--- config.mk ---
export PLATFORM = sky130hd
export DESIGN_NAME = echp_div_cell
export DESIGN_NICKNAME = d
export VERILOG_FILES = /design/src/design/echp_pkg.sv /design/src/design/echp_div_cell.sv
export SDC_FILE = /design/constraint.sdc
export NUM_CORES = 1
export LEC_CHECK = 0
export ABC_AREA = 1
export BUFFER_PORTS_ARGS = -buffer_cell sky130_fd_sc_hd__buf_2
export CORE_MARGIN = 1
export CORE_UTILIZATION = 46
export CTS_BUF_LIST = sky130_fd_sc_hd__clkbuf_8
export CTS_CLUSTER_DIAMETER = 100
export DETAILED_ROUTE_END_ITERATION = 12
export GPL_ROUTABILITY_DRIVEN = 0
export GPL_TIMING_DRIVEN = 0
export PLACE_DENSITY = 0.8
export SYNTH_ARGS = -nofsm -noshare
export SYNTH_HDL_FRONTEND = slang
export SYNTH_SLANG_ARGS = --single-unit
--- constraint.sdc ---
create_clock -name clock -period 1.5 [get_ports clock]
set_input_delay 0.075 -clock clock [delete_from_list [all_inputs] [get_ports clock]]
set_output_delay 0.075 -clock clock [all_outputs]
set_load 0.05 [all_outputs]
--- src/design/echp_pkg.sv ---
// Package: payload types and pipeline word types for the halo pixel unit
`timescale 1ns / 1ps
`default_nettype none
package echp_pkg;

   localparam int unsigned MAX_DIM_DEF   = 1024;
   localparam int unsigned TAB_DEPTH_DEF = 1024;
   localparam int unsigned DIV_STEPS     = 32;
   localparam int unsigned SQRT_STEPS    = 17;

   typedef enum logic [1:0] {
      CSR_WIDTH  = 2'd0,
      CSR_HEIGHT = 2'd1,
      CSR_FILL   = 2'd2,
      CSR_BASE   = 2'd3
   } csr_index_type;

   typedef struct packed {
      logic [9:0] column;
      logic [9:0] row;
   } req_type;

   typedef struct packed {
      logic       inside_res;
      logic [7:0] red;
      logic [7:0] green;
      logic [7:0] blue;
   } rsp_type;

   typedef struct packed {
      logic        vld;
      logic        ins;
      logic        eq;
      logic [40:0] s2;
      logic [40:0] rem;
      logic [32:0] q;
   } div_word_type;

   typedef struct packed {
      logic        vld;
      logic        ins;
      logic [32:0] v;
      logic [33:0] res;
   } sqrt_word_type;

endpackage
`default_nettype wire

--- src/design/echp_div_cell.sv ---
// One restoring division step: shifts the remainder and takes one quotient bit
`timescale 1ns / 1ps
`default_nettype none
module echp_div_cell (
   input  wire logic                  clock,
   input  wire logic                  reset,
   input  wire echp_pkg::div_word_type word_i,
   output      echp_pkg::div_word_type word_o
);
   echp_pkg::div_word_type word_ff, word_in;
   logic [41:0] r2;

   always_comb begin
      word_in = word_i;
      r2      = {word_i.rem, 1'b0};
      word_in.q = {word_i.q[31:0], 1'b0};
      if (r2 >= {1'b0, word_i.s2}) begin
         r2 = r2 - {1'b0, word_i.s2};
         word_in.q[0] = 1'b1;
      end
      word_in.rem = r2[40:0];
   end

   always_ff @(posedge clock) begin
      if (reset) begin
         word_ff.vld <= 1'b0;
      end else begin
         word_ff.vld <= word_in.vld;
      end
      word_ff.ins <= word_in.ins;
      word_ff.eq  <= word_in.eq;
      word_ff.s2  <= word_in.s2;
      word_ff.rem <= word_in.rem;
      word_ff.q   <= word_in.q;
   end

   assign word_o = word_ff;
endmodule
`default_nettype wire

==> impl_metrics.py <==
metrics = {
    "layout": {
        "largest_reg_flops": 118,
        "layout.filler_cells": 1012,
        "multiInputGateArea_um2": 3750,
        "layout_common_cells": "nand2_1 (367), buf_2 (236), inv_1 (177)",
        "final_cell_area_um2": 9890,
        "final_common_cell": "nand2_1",
        "area_delta_synth_final_pct": 56.8,
        "layout.nets": 1498,
        "regArea_um2": 2360,
        "drive_gt1_share_pct": 27.1,
        "stdcell_count": 1525,
        "n_antenna_cell": 0,
        "fin_util_pct": 74.4,
    },
    "timing": {
        "slew_headroom_pct": 77.1,
        "drv_slew": 0,
        "min_period_over_period_pct": 97.1,
        "hold_viol_final": 0,
        "period_needed_ps": 1460,
        "finalWorstSetupSlack_ps": 43.9,
        "whs_ps": 88.8,
        "worst_slew_pin_slew_ps": 339,
        "setup_viol": 0,
        "max_freq_mhz": 687,
    },
    "critical_path": {
        "path_common_cell": "nand2_1",
        "path_max_fanout": 4,
        "crit_type": "in -> reg",
        "worstSetupStartpointType": "primary input",
        "crit_arrival_ps": 1800,
        "critical-path-top-delay-family": "simple AND/OR/NAND/NOR gates",
        "worstPathCellList": "buf_2, inv_1, fa_1, inv_2, nand2_1, nand2_1, and2_1, nand3b_1, nand3_1, nand2_1, nand2_1, nand2_1, nand3_1, nand2_1",
        "path_buf_inv": 3,
        "end_kind": "register",
        "crit_required_ps": 1840,
        "cp_slowest_stage_delay_ps": 430,
        "worst_path_max_delay_cell": "fa_1",
    },
    "synthesis": {
        "ys_seq_area_share_pct": 37.4,
        "ys_ff_latch": 118,
        "synthAdderAreaFrac_pct": 8.45,
        "yosys.area_share.simple_pct": 35.3,
        "synth_top_family_by_area": "simple AND/OR/NAND/NOR gates",
        "synth_largest_area_cell": "dfxtp_1",
        "netlist_instances": 960,
        "syn_area_per_cell_um2": 6.57,
        "yosysTopAreaCellShare_pct": 37.4,
        "synth.area.top_cells": "dfxtp_1 (37%), nand2_1 (23%), inv_1 (11%), ha_1 (8.1%), nor2_1 (4.3%)",
        "synth_nets": 1122,
        "synth_compound_area_share_pct": 3.81,
        "synth_cell_types": 24,
        "synthMuxAreaShare_pct": 0,
        "synth_xor_area_share_pct": 3.05,
        "syn-cell-area_um2": 6310,
        "yosys_warnings": 0,
    },
    "clock_network": {
        "htree_levels": 4,
        "root_buffer": "clkbuf_8",
        "cts.path.max_buffers": 2,
        "clk_pin_slew_ps": 80,
        "numCtsBuffers": 17,
        "cts_tree": "yes",
        "cts_sinks": 118,
    },
    "detailed_routing": {
        "first_iter_violations": 671,
        "wl_per_cell_um": 13.8,
        "drc_errors": 0,
        "postRouteAntennaNets": 0,
        "dr.pass1.iters": 6,
        "viasPerCell": 4.72,
        "drt-total-wl_um": 21100,
        "routed-via-count": 7205,
    },
    "placement": {
        "dp_slack_ps": -422,
        "placed_cells": 1372,
        "placed_area_um2": 8140,
        "hpwl_um": 14800,
        "portBuffers": 236,
    },
    "floorplanning": {
        "fp.dieW_um": 119,
        "rows": 42,
        "die_area_um2": 14200,
        "die_h_um": 119,
        "core-area_um2": 13300,
        "ios": 238,
        "start_util_pct": 47.5,
    },
    "pwr": {
        "power_leakage_nw": 5.35,
        "p_sw_mw": 4.14,
        "comb_power_share_pct": 36.6,
        "intPower_mw": 6.39,
        "powerDensity_nw_per_um2": 1060,
        "ir_worst_vdd_uv": 690,
        "swShare_pct": 39.3,
        "power_frac_seq_pct": 33.7,
        "clock_power_share_pct": 29.7,
    },
    "global_routing": {
        "grt_pass1_vias": 7030,
        "grt_max_degree": 17,
        "grt_pass1_wl_um": 33300,
        "overflow": 0,
        "antenna_found_initial": 0,
        "grt_usage_pct": 30.2,
    },
    "worst_hold_path": {
        "hp-start": "word_i[66]",
        "worstHoldEndpoint": "word_o[67]$_DFF_P_",
        "min_path_type": "in -> reg",
        "hold_depth": 5,
    },
    "status": {
        "status": "complete, no violations",
    },
    "run": {
        "drv_cap": 0,
    },
}
-- per-layer routing --
| layer | part of all wire, % | track usage [%] | vias to the layer above |
|---|---|---|---|
| met4 | 3.0 | 12.0 | 0 |
| li1 | - | - | 3635 |
| met3 | 8.5 | 7.04 | 55 |
| met1 | 40 | 35.2 | 3200 |
| met5 | 0 | 0 | - |
| met2 | 49 | 52.8 | 315 |
-- what timing repair did --
| item | 4_1_cts | 5_1_grt |
|---|---|---|
| buffers inserted | 0 | 3 |
| gates resized for setup | 0 | 30 |
| hold buffers | 118 | 0 |
| endpoints found under the hold margin | 117 | 0 |
| endpoints found under the setup margin | 0 | 37 |
-- tightest hold or removal path: cells and delay by family --
family	cells	cell delay (ps)
adder cells (fa/ha/maj)	1	160
AND/OR/NAND/NOR	3	150
buffers and inverters	1	120
-- cell type report --
class | instances | area share, %
repair buffers | 357 | 24.1
clock buffers | 17 | 2.36
inverters | 179 | 6.82
multi-input cells | 655 | 37.9
plain buffers | 8 | 0.835
well taps | 176 | 2.23
flip-flops and latches | 118 | 23.9
clock inverters | 15 | 1.91
-- how the worst max path moves through the flow --
stage	cells past startpoint	slack, ps	endpoint	startpoint
2_1_floorplan	14	0.3	word_o[70]$_DFF_P_	word_i[104]
3_3_place_gp	15	-420	word_o[61]$_DFF_P_	word_i[33]
3_5_place_dp	15	-420	word_o[61]$_DFF_P_	word_i[33]
4_1_cts	15	60	word_o[61]$_DFF_P_	word_i[33]
5_1_grt	16	-5	word_o[60]$_DFF_P_	word_i[83]
6_report	14	40	word_o[69]$_DFF_P_	word_i[33]
-- through the flow --
stage / setup TNS [ps] / power [mW]
floorplan: 0 / 6.17
CTS: 0 / 10.4
detailed placement: -14060 / 7.09
global placement: -13620 / 7.05
finish: 0 / 10.5
global route: -10.1 / 11.0
-- cell usage after synthesis --
cell and n:
nor2_2 11, fa_1 1, inv_1 178, buf_4 3, nand2_4 1, a21oi_1 32
xnor2_1 1, buf_6 5, o21bai_1 5, o21ai_0 7, nand3_2 2, nand3_1 52
ha_1 41, and2_1 4, inv_4 1, xor2_1 21, nand3b_1 9, nand2_1 383
dfxtp_1 118, a21o_1 1, nand4_1 2, or2_2 4, nor3_1 6, nor2_1 72
-- power by group through the flow --
stage | clock network (mW) | logic, mW | registers [mW]
floorplan | 0 | 1.36 | 4.81
global placement | 0 | 3.45 | 3.60
detailed placement | 0 | 3.48 | 3.61
CTS | 3.16 | 3.73 | 3.54
global route | 3.35 | 4.12 | 3.58
finish | 3.13 | 3.85 | 3.55
-- cell families (layout without fill, tap and decap cells) --
group           count (synthesis)  count (layout)
fa+ha+maj                      42              42
xor+xnor                       22              22
simple gates                  546             546
buf+inv                       187             576
compound gates                 45              45
flops                         118             118
No activity file was read; power rests on OpenSTA's default activity.
