File: src/design/echp_pkg.sv
// Package: payload types and pipeline word types for the halo pixel unit
`timescale 1ns / 1ps
`default_nettype none
package echp_pkg;

   localparam int unsigned MAX_DIM_DEF   = 1024;
   localparam int unsigned TAB_DEPTH_DEF = 1024;
   localparam int unsigned DIV_STEPS     = 32;
   localparam int unsigned SQRT_STEPS    = 17;

   typedef enum logic [1:0] {
      CSR_WIDTH  = 2'd0,
      CSR_HEIGHT = 2'd1,
      CSR_FILL   = 2'd2,
      CSR_BASE   = 2'd3
   } csr_index_type;

   typedef struct packed {
      logic [9:0] column;
      logic [9:0] row;
   } req_type;

   typedef struct packed {
      logic       inside_res;
      logic [7:0] red;
      logic [7:0] green;
      logic [7:0] blue;
   } rsp_type;

   typedef struct packed {
      logic        vld;
      logic        ins;
      logic        eq;
      logic [40:0] s2;
      logic [40:0] rem;
      logic [32:0] q;
   } div_word_type;

   typedef struct packed {
      logic        vld;
      logic        ins;
      logic [32:0] v;
      logic [33:0] res;
   } sqrt_word_type;

endpackage
`default_nettype wire

File: src/design/echp_sqrt_cell.sv
// One digit of the bitwise integer square root, for a fixed trial bit
`timescale 1ns / 1ps
`default_nettype none
module echp_sqrt_cell #(
   parameter int unsigned SHIFT = 32
) (
   input  wire logic                   clock,
   input  wire logic                   reset,
   input  wire echp_pkg::sqrt_word_type word_i,
   output      echp_pkg::sqrt_word_type word_o
);
   localparam logic [33:0] BIT = 34'd1 << SHIFT;

   echp_pkg::sqrt_word_type word_ff, word_in;
   logic [33:0] trial;

   always_comb begin
      word_in = word_i;
      trial   = word_i.res + BIT;
      if ({1'b0, word_i.v} >= trial) begin
         word_in.v   = word_i.v - trial[32:0];
         word_in.res = (word_i.res >> 1) + BIT;
      end else begin
         word_in.res = word_i.res >> 1;
      end
   end

   always_ff @(posedge clock) begin
      if (reset) begin
         word_ff.vld <= 1'b0;
      end else begin
         word_ff.vld <= word_in.vld;
      end
      word_ff.ins <= word_in.ins;
      word_ff.v   <= word_in.v;
      word_ff.res <= word_in.res;
   end

   assign word_o = word_ff;
endmodule
`default_nettype wire

File: config.mk
export PLATFORM = sky130hd
export DESIGN_NAME = echp_sqrt_cell
export DESIGN_NICKNAME = d
export VERILOG_FILES = /design/src/design/echp_pkg.sv /design/src/design/echp_sqrt_cell.sv
export SDC_FILE = /design/constraint.sdc
export NUM_CORES = 1
export LEC_CHECK = 0
export BUFFER_PORTS_ARGS = -buffer_cell sky130_fd_sc_hd__buf_2
export CELL_PAD_IN_SITES_DETAIL_PLACEMENT = 0
export CELL_PAD_IN_SITES_GLOBAL_PLACEMENT = 1
export CORE_ASPECT_RATIO = 0.5
export CORE_MARGIN = 2
export CORE_UTILIZATION = 38
export CTS_CLUSTER_SIZE = 20
export DETAILED_ROUTE_END_ITERATION = 12
export PLACE_DENSITY = 0.81
export SLEW_MARGIN = 20
export SYNTH_ARGS = -nofsm -noshare
export SYNTH_HDL_FRONTEND = slang
export SYNTH_SLANG_ARGS = --single-unit
export TNS_END_PERCENT = 5
File: constraint.sdc
create_clock -name clock -period 5.35 [get_ports clock]
set_input_delay 0.535 -clock clock [delete_from_list [all_inputs] [get_ports clock]]
set_output_delay 0.535 -clock clock [all_outputs]
set_load 0.05 [all_outputs]
==> impl_results.md, run 1 <==
* Status: finished, final reports clean
* GP Congestion at around 0.85
* Avg Synthesized Cell Area at 8.35 um2
* CTS tree: yes
* DRT iter0 DRCs at 201
* Leading area contributor after synthesis: dfxtp_1
* Vias per cell at about 4.9
* IO Port Bufs at 139
* First-pass GRT wire length at between 15 and 20 mm
* Fill count at 979
* Final instance area at 4880 um2
* Share of cells above drive strength 1 at 27.7%
* Commonest non-fill, non-tap cell in the layout: buf_2
* Die width at ~150 um
* Area of the multi-input gates at 2190 um2
* Die area at about 11000 um2
* Register Area at 1380 um2
* Placed instance count at 715
* Tightest Pin Transition at 626 ps
* Synthesis-to-finish area growth at 28.5%
* RSZ-0062 raised after global routing: no
* Crit Path Category: input port to flip-flop
* Fraction of registers with async set/reset at 0%
* Initial antenna violation count at 0
* Die Y at 74.7 um
* CTS Hold Bufs at 0
* Antenna Violating Nets Remaining at 0
* Peak supply drop at 0.187 mV
* Synth warn at 0
* Crit path max-delay cell type: and2_4
* Total Routing Usage GR at around 18%
* Vias in the first global route at 3334
* Min cycle time layout at 3000 ps
* H-Tree Depth at 3
* Number of diodes at 0
* Crit. End Element: flip-flop
* Max reg flops at about 70
* WL/cell at 13.4 um
* Post-DP HPWL at 7.76 mm
* Final setup violation count at 0
* Part of the cycle the worst path needs at 56.0%
* Pwr Density at 352 nW/um2
* EDFF count, synth at 0
* Nets at 696
* Leakage at 2.50 nW
* CTS Root Cell: clkbuf_16
* Routed WL at ~9.8 mm
* Max FO, Critical Path at 65
* Number of remaining DRC errors at 0
* Pre-antenna DRT Iters at 4
* Most frequent cells in the layout: buf_2, dfxtp_1, nand2_1
* Setup TNS at 0 ps
* Crit path DAT at 3200 ps
* Worst Path Required at 5550 ps
* Area post-placement at approximately 4600 um2
* Fin cells at between 700 and 800
* Slew HR at 58.3%
* CTS resizes at 0
* Pins over their slew limit at 0
* Flop and latch count out of synthesis at 69
* CTS Buffer Depth at 2
* Min-delay worst type: input port to flip-flop
* Pin count of the biggest net entering global routing at 66
* Most frequent cell on the critical path: inv_1
* Delay of the slowest cell on the worst path at ~560 ps
* Via count at ~3.6k
* CP Launch Type: input port
* CTS Buf Count at 9
* I/O Pins at 140
* Part of the Yosys area used for sequential elements at 36.4%
* Ys flop type: dfxtp_1
* Post-synthesis cell count at 455
* Syn nets at 560
* Clock transition at the registers of the reported paths at 50 ps
* Area contributors post-synth: dfxtp_1, ha_1, nand2_1, o21ai_0, a21oi_1
* Mapped Area at approximately 3800 um2
* CTS Sinks at 69
* Grt total ovfl at 0
* Final hold viol count at 0
* Rows at 25
* Synth unique cells at 51
* Initial Util at 39.7%
* Crit-path cells: buf_2 -> inv_1 -> ha_1 -> inv_1 -> fa_1 -> a211oi_1 -> o211ai_2 -> a41oi_2 -> o41ai_2 -> nand2_1 -> and2_4 -> a2111o_1 -> nand3_1
* Max-cap violation count at 0
* Core Region at 9570 um2
* Yosys top cell area share at 36.4%
* Number of setup buffers added after CTS at 0
* Fmax at 334 MHz
* Final Util at 51.0%
layer usage:
metal	up-vias	wire, um	GRT usage [%]
li1	1872	-	-
met5	-	0	0
met3	6	581	4.67
met1	1623	4950	24.5
met4	0	69	4.14
met2	85	4200	28.9
final timing paths:
kind | from | endpoint | slack, ps | depth (start not counted)
worst min-delay path | word_i[67] | word_o[67]$_DFF_P_ | 310 | 1
worst max-delay path | word_i[34] | word_o[65]$_DFF_P_ | 2350 | 13
worst max-delay path, delay by kind of cell:
kind / cells / cell delay (ps)
buffers and inverters: 3 / 190
AOI/OAI and AO/OA: 5 / 1140
and+or+nand+nor: 3 / 740
adders and majority gates: 2 / 560
stage by stage:
| step | hold slack, ps | power, mW | worst slack (ps) |
|---|---|---|---|
| after floorplan | 563 | 1.01 | 2620 |
| after global placement | 638 | 1.14 | 2160 |
| after detailed placement | 639 | 1.14 | 2050 |
| after CTS | 302 | 1.73 | 2370 |
| after global routing | 302 | 1.81 | 2120 |
| final | 309 | 1.72 | 2350 |
synth_stat cells, drive strengths merged (5+ instances only):
| cell type | count |
|---|---|
| nand2 | 61 |
| o21ai | 44 |
| ha | 33 |
| a21oi | 36 |
| dfxtp | 69 |
| nand3 | 9 |
| nand4 | 5 |
| xor2 | 13 |
| a21o | 15 |
| nor2 | 21 |
| a31oi | 5 |
| and3 | 5 |
| buf | 11 |
| nand2b | 5 |
| o211ai | 6 |
| inv | 41 |
| nor3 | 6 |
| xnor2 | 14 |
power breakdown:
part	total [mW]	leakage, nW	switching [mW]	internal (mW)
clock network	0.587	0.145	0.217	0.370
registers	0.577	0.582	0.0114	0.566
logic	0.552	1.77	0.386	0.166
layout make-up:
class	instances	share of cell area [%]
Clock buffer	11	4.97
Multi-Input combinational cell	331	44.8
Timing Repair Buffer	139	14.3
Sequential cell	69	28.3
Clock inverter	4	1.00
Inverter	41	3.15
Tap cell	135	3.46
logic make-up (layout without fill, tap and decap cells):
group                      count (synthesis)  in the layout  share of synthesized area (%)
AOI/OAI and AO/OA                        138            138                           23.6
adders and majority gates                 34             34                           11.4
buffers and inverters                     55            195                           6.03
xor gates and xnor gates                  27             27                           6.23
and+or+nand+nor                          131            131                           16.1
muxes                                      1              1                          0.264
DFF                                       69             69                           36.4
No activity file was read; power rests on OpenSTA's default activity.
==> run 2: changes to the inputs <==
CORE_UTILIZATION = 32   (was 38)
PLACE_DENSITY = 0.72   (was 0.81)
clock period = 2.52 ns   (was 5.35 ns; I/O delays follow)
==> run 2 against run 1 <==
Via count increased by 6.1%. Combinational power grew 140%. Die area grew 18%. Core utilization down 4.8 points. Routed wire length grew 9.9%. Flip-flop and latch count stayed put. Final area rose by 11%. Clock power increased by 98%. Critical endpoint is now word_o[62]$_DFF_P_. Highest routed layer unchanged.
==> impl_results.md, run 2 (synthesis results as in run 1) <==
* Max reg flops at 69
* Die width at 158 um
* Rows at 28
* Number of remaining DRC errors at 0
* Sw power at 1.35 mW
* Clock Power Share at 31.3%
* I/O Pins at 140
* Clock transition at the registers of the reported paths at roughly 60 ps
* Worst Path Required at 2760 ps
* Crit path max-delay cell type: fa_1
* Antenna Violating Nets Remaining at 0
* WL/cell at between 10 and 15 um
* CP Launch Type: input port
* Peak supply drop at 0.279 mV
* Most frequent cell on the critical path: inv_1
* Fmax at approximately 430 MHz
* Slew HR at between 60% and 70%
* Pwr Density at 686 nW/um2
* Pins over their slew limit at 0
* Initial antenna violation count at 0
* DRT iter0 DRCs at 155
* Pin count of the biggest net entering global routing at 46
* Die area at 12800 um2
* Min cycle time layout at 2340 ps
* Hold path startpoint: word_i[67]
* Max-cap violation count at 0
* H-Tree Depth at 3
* Share of cells above drive strength 1 at between 30% and 40%
* Delay of the slowest cell on the worst path at 400 ps
* Crit Path Category: input port to flip-flop
* Crit. End Element: flip-flop
* Internal at between 2 and 2.5 mW
* RSZ-0062 raised after global routing: no
* Pre-antenna DRT Iters at 4
* Via count at 3806
* Max FO, Critical Path at 3
* Final hold viol count at 0
* Final Util at a little under half
* Crit path DAT at about 2600 ps
* First-pass GRT wire length at 16.9 mm
* GP Congestion at 0.876
* CP Launch Point: word_i[34]
* CTS Buf Count at 9
* Synthesis-to-finish area growth at 42.3%
* Largest delay share family, worst path: compound AO/OA/AOI/OAI gates
* Number of setup buffers added after CTS at 0
* Initial Util at 32.5%
* Final setup violation count at 0
* Nets at between 700 and 800
* Buf/Inv on CP at 3
* CTS Root Cell: clkbuf_16
* CTS Buffer Depth at 2
* Vias per cell at 4.62
* Sequential fraction of design power at 33.1%
* Post-DP HPWL at 8.80 mm
* Tightest Pin Transition at approximately 500 ps
* Part of the cycle the worst path needs at 92.9%
* Crit-path cells: buf_2 -> inv_1 -> ha_1 -> inv_1 -> fa_1 -> a211oi_2 -> o211ai_2 -> a31o_2 -> a31oi_1 -> nor2_1 -> a21oi_1 -> nor2b_1 -> o41ai_2
* Core Region at 11700 um2
* IO Port Bufs at ~140
* Vias in the first global route at approximately 3.5k
* Status: finished, final reports clean
* CTS Hold Bufs at 0
* Tot Pwr at 3.71 mW
* Min-delay worst type: input port to flip-flop
* Routed WL at 10.8 mm
* Die Y at 81.0 um
* Setup TNS at 0 ps
* Grt total ovfl at 0
* Logic gate share of total power at 35.7%
* Crit path depth at 13
* CTS Sinks at 69
* Most frequent cells in the layout: buf_2, dfxtp_1, buf_4
* Hold Path Depth at 1
* Net Sw Frac at a little over a third
* Number of diodes at 0
* Commonest non-fill, non-tap cell in the layout: buf_2
* CTS tree: yes
* Total Routing Usage GR at 17.1%
* Leakage at 2.80 nW
## run 2: changes by cell type in the layout (fill, tap and decap cells not counted), sizes merged
cell	previous run	this run
buf	139	203
bufinv	1	0
clkinv	3	2
clkinvlp	0	2
## run 2: routing by layer
layer	up-vias	global-route usage (%)	routed length, um	part of all wire, %
li1	1996	-	-	-
met1	1691	23.9	5400	50
met2	110	26.0	4650	43
met3	9	4.86	627	5.8
met4	0	4.50	93	0.86
met5	-	0	0	0
## run 2: path summary, 6_finish.rpt
check                            end
setup / recovery  word_o[62]$_DFF_P_
hold / removal    word_o[67]$_DFF_P_
## run 2: repair_timing
action,4_1_cts,5_1_grt
endpoints found under the hold margin,0,0
endpoints found under the setup margin,0,16
resized for setup,0,1
## run 2: area by class of cell
cell class	instances	area (um2)
inverter	41	154
multi-input combinational	331	2190
sequential	69	1380
clock buffer	11	243
tap	165	206
fill	1279	6300
clock inverter	4	25.0
timing repair buffer	203	1200
## run 2: power groups by stage
stage | clock (mW) | sequential, mW | combinational, mW
floorplan | 0 | 1.64 | 0.499
global placement | 0 | 1.25 | 1.32
detailed placement | 0 | 1.25 | 1.32
CTS | 1.20 | 1.23 | 1.33
global route | 1.25 | 1.24 | 1.43
finish | 1.16 | 1.22 | 1.32
## run 2: through the flow
stage | setup WS (ps) | hold WS [ps] | std cells | instance area (um2)
after floorplan | 73.5 | 280 | 455 | 3800
final | 180 | 20.0 | 824 | 5400
after CTS | 120 | 8.17 | 824 | 5400
after global routing | 13.4 | 9.55 | 824 | 5400
after global placement | -125 | 358 | 809 | 5130
after detailed placement | -228 | 363 | 809 | 5130
==> run 3: changes to the inputs <==
GPL_TIMING_DRIVEN = 0   (was not set)
==> run 3 against run 2 <==
First-iteration DRC count grew 11%. Global-route usage shrank 0.81 points. Final area shrank 7.1%. Critical path type unchanged. Non-clock buffer count shrank 50.
==> impl_results.md, run 3 (synthesis results as in run 1) <==
* Max reg flops at just under 70
* Antenna Violating Nets Remaining at 0
* Area of the multi-input gates at 2230 um2
* Nets at 710
* WL/cell at 13.6 um
* Final hold viol count at 0
* Core Region at 11700 um2
* Pins over their slew limit at 0
* CTS Buffer Depth at 2
* Number of remaining DRC errors at 0
* Pin count of the biggest net entering global routing at 12
* CTS tree: yes
* Max-cap violation count at 0
* Crit path max-delay cell type: o41ai_2
* Fill count at 1272
* Total Routing Usage GR at around 16%
* DRT iter0 DRCs at 172
* Delay of the slowest cell on the worst path at 400 ps
* Post-DP HPWL at 8.38 mm
* Tot Pwr at 3.58 mW
* First-pass GRT wire length at 16.2 mm
* Slew HR at 59.4%
* Crit Path Category: input port to flip-flop
* Initial Util at 32.5%
* CP Launch Type: input port
* Grt total ovfl at 0
* Hold Path Depth at 1
* CTS Sinks at 69
* Final setup violation count at 0
* H-Tree Depth at 3
* IO Port Bufs at 139
* Routed WL at 10.5 mm
* Buf/Inv on CP at 3
* CTS Hold Bufs at 0
* Area post-placement at 4700 um2
* Crit path DAT at 2660 ps
* Placed instance count at 759
* Pwr Density at 713 nW/um2
* Hold path startpoint: word_i[67]
* Status: finished, final reports clean
* Clock transition at the registers of the reported paths at 50 ps
* Synthesis-to-finish area growth at 32.1%
* Vias per cell at about 4.7
* Crit-path cells: buf_2 -> ha_1 -> inv_1 -> fa_2 -> a211oi_2 -> o211ai_2 -> a41oi_2 -> o41ai_2 -> nand2_1 -> and2_4 -> buf_6 -> a2111o_1 -> nand3_1
* Min cycle time layout at 2400 ps
* Initial antenna violation count at 0
* GP Congestion at about 0.85
* Met2 usage at 24.5%
* Rows at 28
* CTS Root Cell: clkbuf_16
* Peak supply drop at 0.304 mV
* Final instance area at 5020 um2
* Crit. End Element: flip-flop
* I/O Pins at 140
* Die Y at 81.0 um
* Hold Crit Endpoint: word_o[67]$_DFF_P_
* Pre-antenna DRT Iters at 4
* Die width at 158 um
* M3 GR Usage at 4.54%
* Vias in the first global route at 3313
* Register Area at 1380 um2
* Tightest Pin Transition at 603 ps
* Leakage at 2.54 nW
* Part of the cycle the worst path needs at between 90 and 100%
* Gr busiest metal: met2
* Fin cells at just under 800
* CTS Buf Count at 9
* Commonest non-fill, non-tap cell in the layout: buf_2
* Max FO, Critical Path at 10
* Number of diodes at 0
* Worst Path Required at 2780 ps
* Via count at ~3.7k
* Die area at 12800 um2
* Share of cells above drive strength 1 at 30.5%
* Min-delay worst type: input port to flip-flop
* Fmax at 417 MHz
* Most frequent cells in the layout: buf_2, dfxtp_1, nand2_1
* Grt met1 use at around 23%
* Largest delay share family, worst path: compound AO/OA/AOI/OAI gates
run 3: cell count changes in the layout (fill, tap and decap cells not counted), sizes merged:
cell,previous run,this run
buf,203,149
clkbuf,11,16
run 3: where the power goes:
part / internal, mW / total, mW / switching [mW]
sequential: 1.20 / 1.22 / 0.0207
combinational: 0.376 / 1.22 / 0.846
clock: 0.663 / 1.13 / 0.471
total: 2.24 / 3.58 / 1.34
run 3: per-layer routing:
| metal | wire length [um] | vias to the layer above |
|---|---|---|
| li1 | - | 1895 |
| met1 | 5310 | 1688 |
| met2 | 4530 | 84 |
| met3 | 564 | 8 |
| met4 | 109 | 0 |
| met5 | 0 | - |
run 3: final cells by class:
| type | instances | share of cell area, % |
|---|---|---|
| timing repair buffer | 140 | 14.0 |
| inverter | 41 | 3.07 |
| buffer | 13 | 1.67 |
| multi-input combinational | 331 | 44.4 |
| sequential | 69 | 27.5 |
| tap | 165 | 4.11 |
| clock buffer | 12 | 4.71 |
| clock inverter | 4 | 0.499 |
run 3: worst max path at each step:
stage / startpoint / end / slack [ps] / depth (start not counted)
after floorplan: word_i[34] / word_o[46]$_DFF_P_ / 70 / 13
after global placement: word_i[34] / word_o[55]$_DFF_P_ / -580 / 14
after detailed placement: word_i[34] / word_o[55]$_DFF_P_ / -590 / 14
after CTS: word_i[34] / word_o[59]$_DFF_P_ / 20 / 15
after global routing: word_i[0] / word_o[65]$_DFF_P_ / -4 / 14
final: word_i[0] / word_o[65]$_DFF_P_ / 120 / 13
run 3: repair_timing:
action                     CTS  global route
pin swaps                    0             3
buffers inserted             0             1
setup endpoints to repair   32            34
gates resized for setup      5            11
run 3: stage by stage:
stage               setup TNS, ps  utilization [%]  hold slack, ps  setup WS (ps)
floorplan                       0                -             280           73.5
global placement           -15410             40.2             359           -581
detailed placement         -15710             40.2             356           -585
CTS                             0             42.5            4.45           15.0
global route                -4.11             42.9            9.39          -4.11
finish                          0             42.9            18.9            125
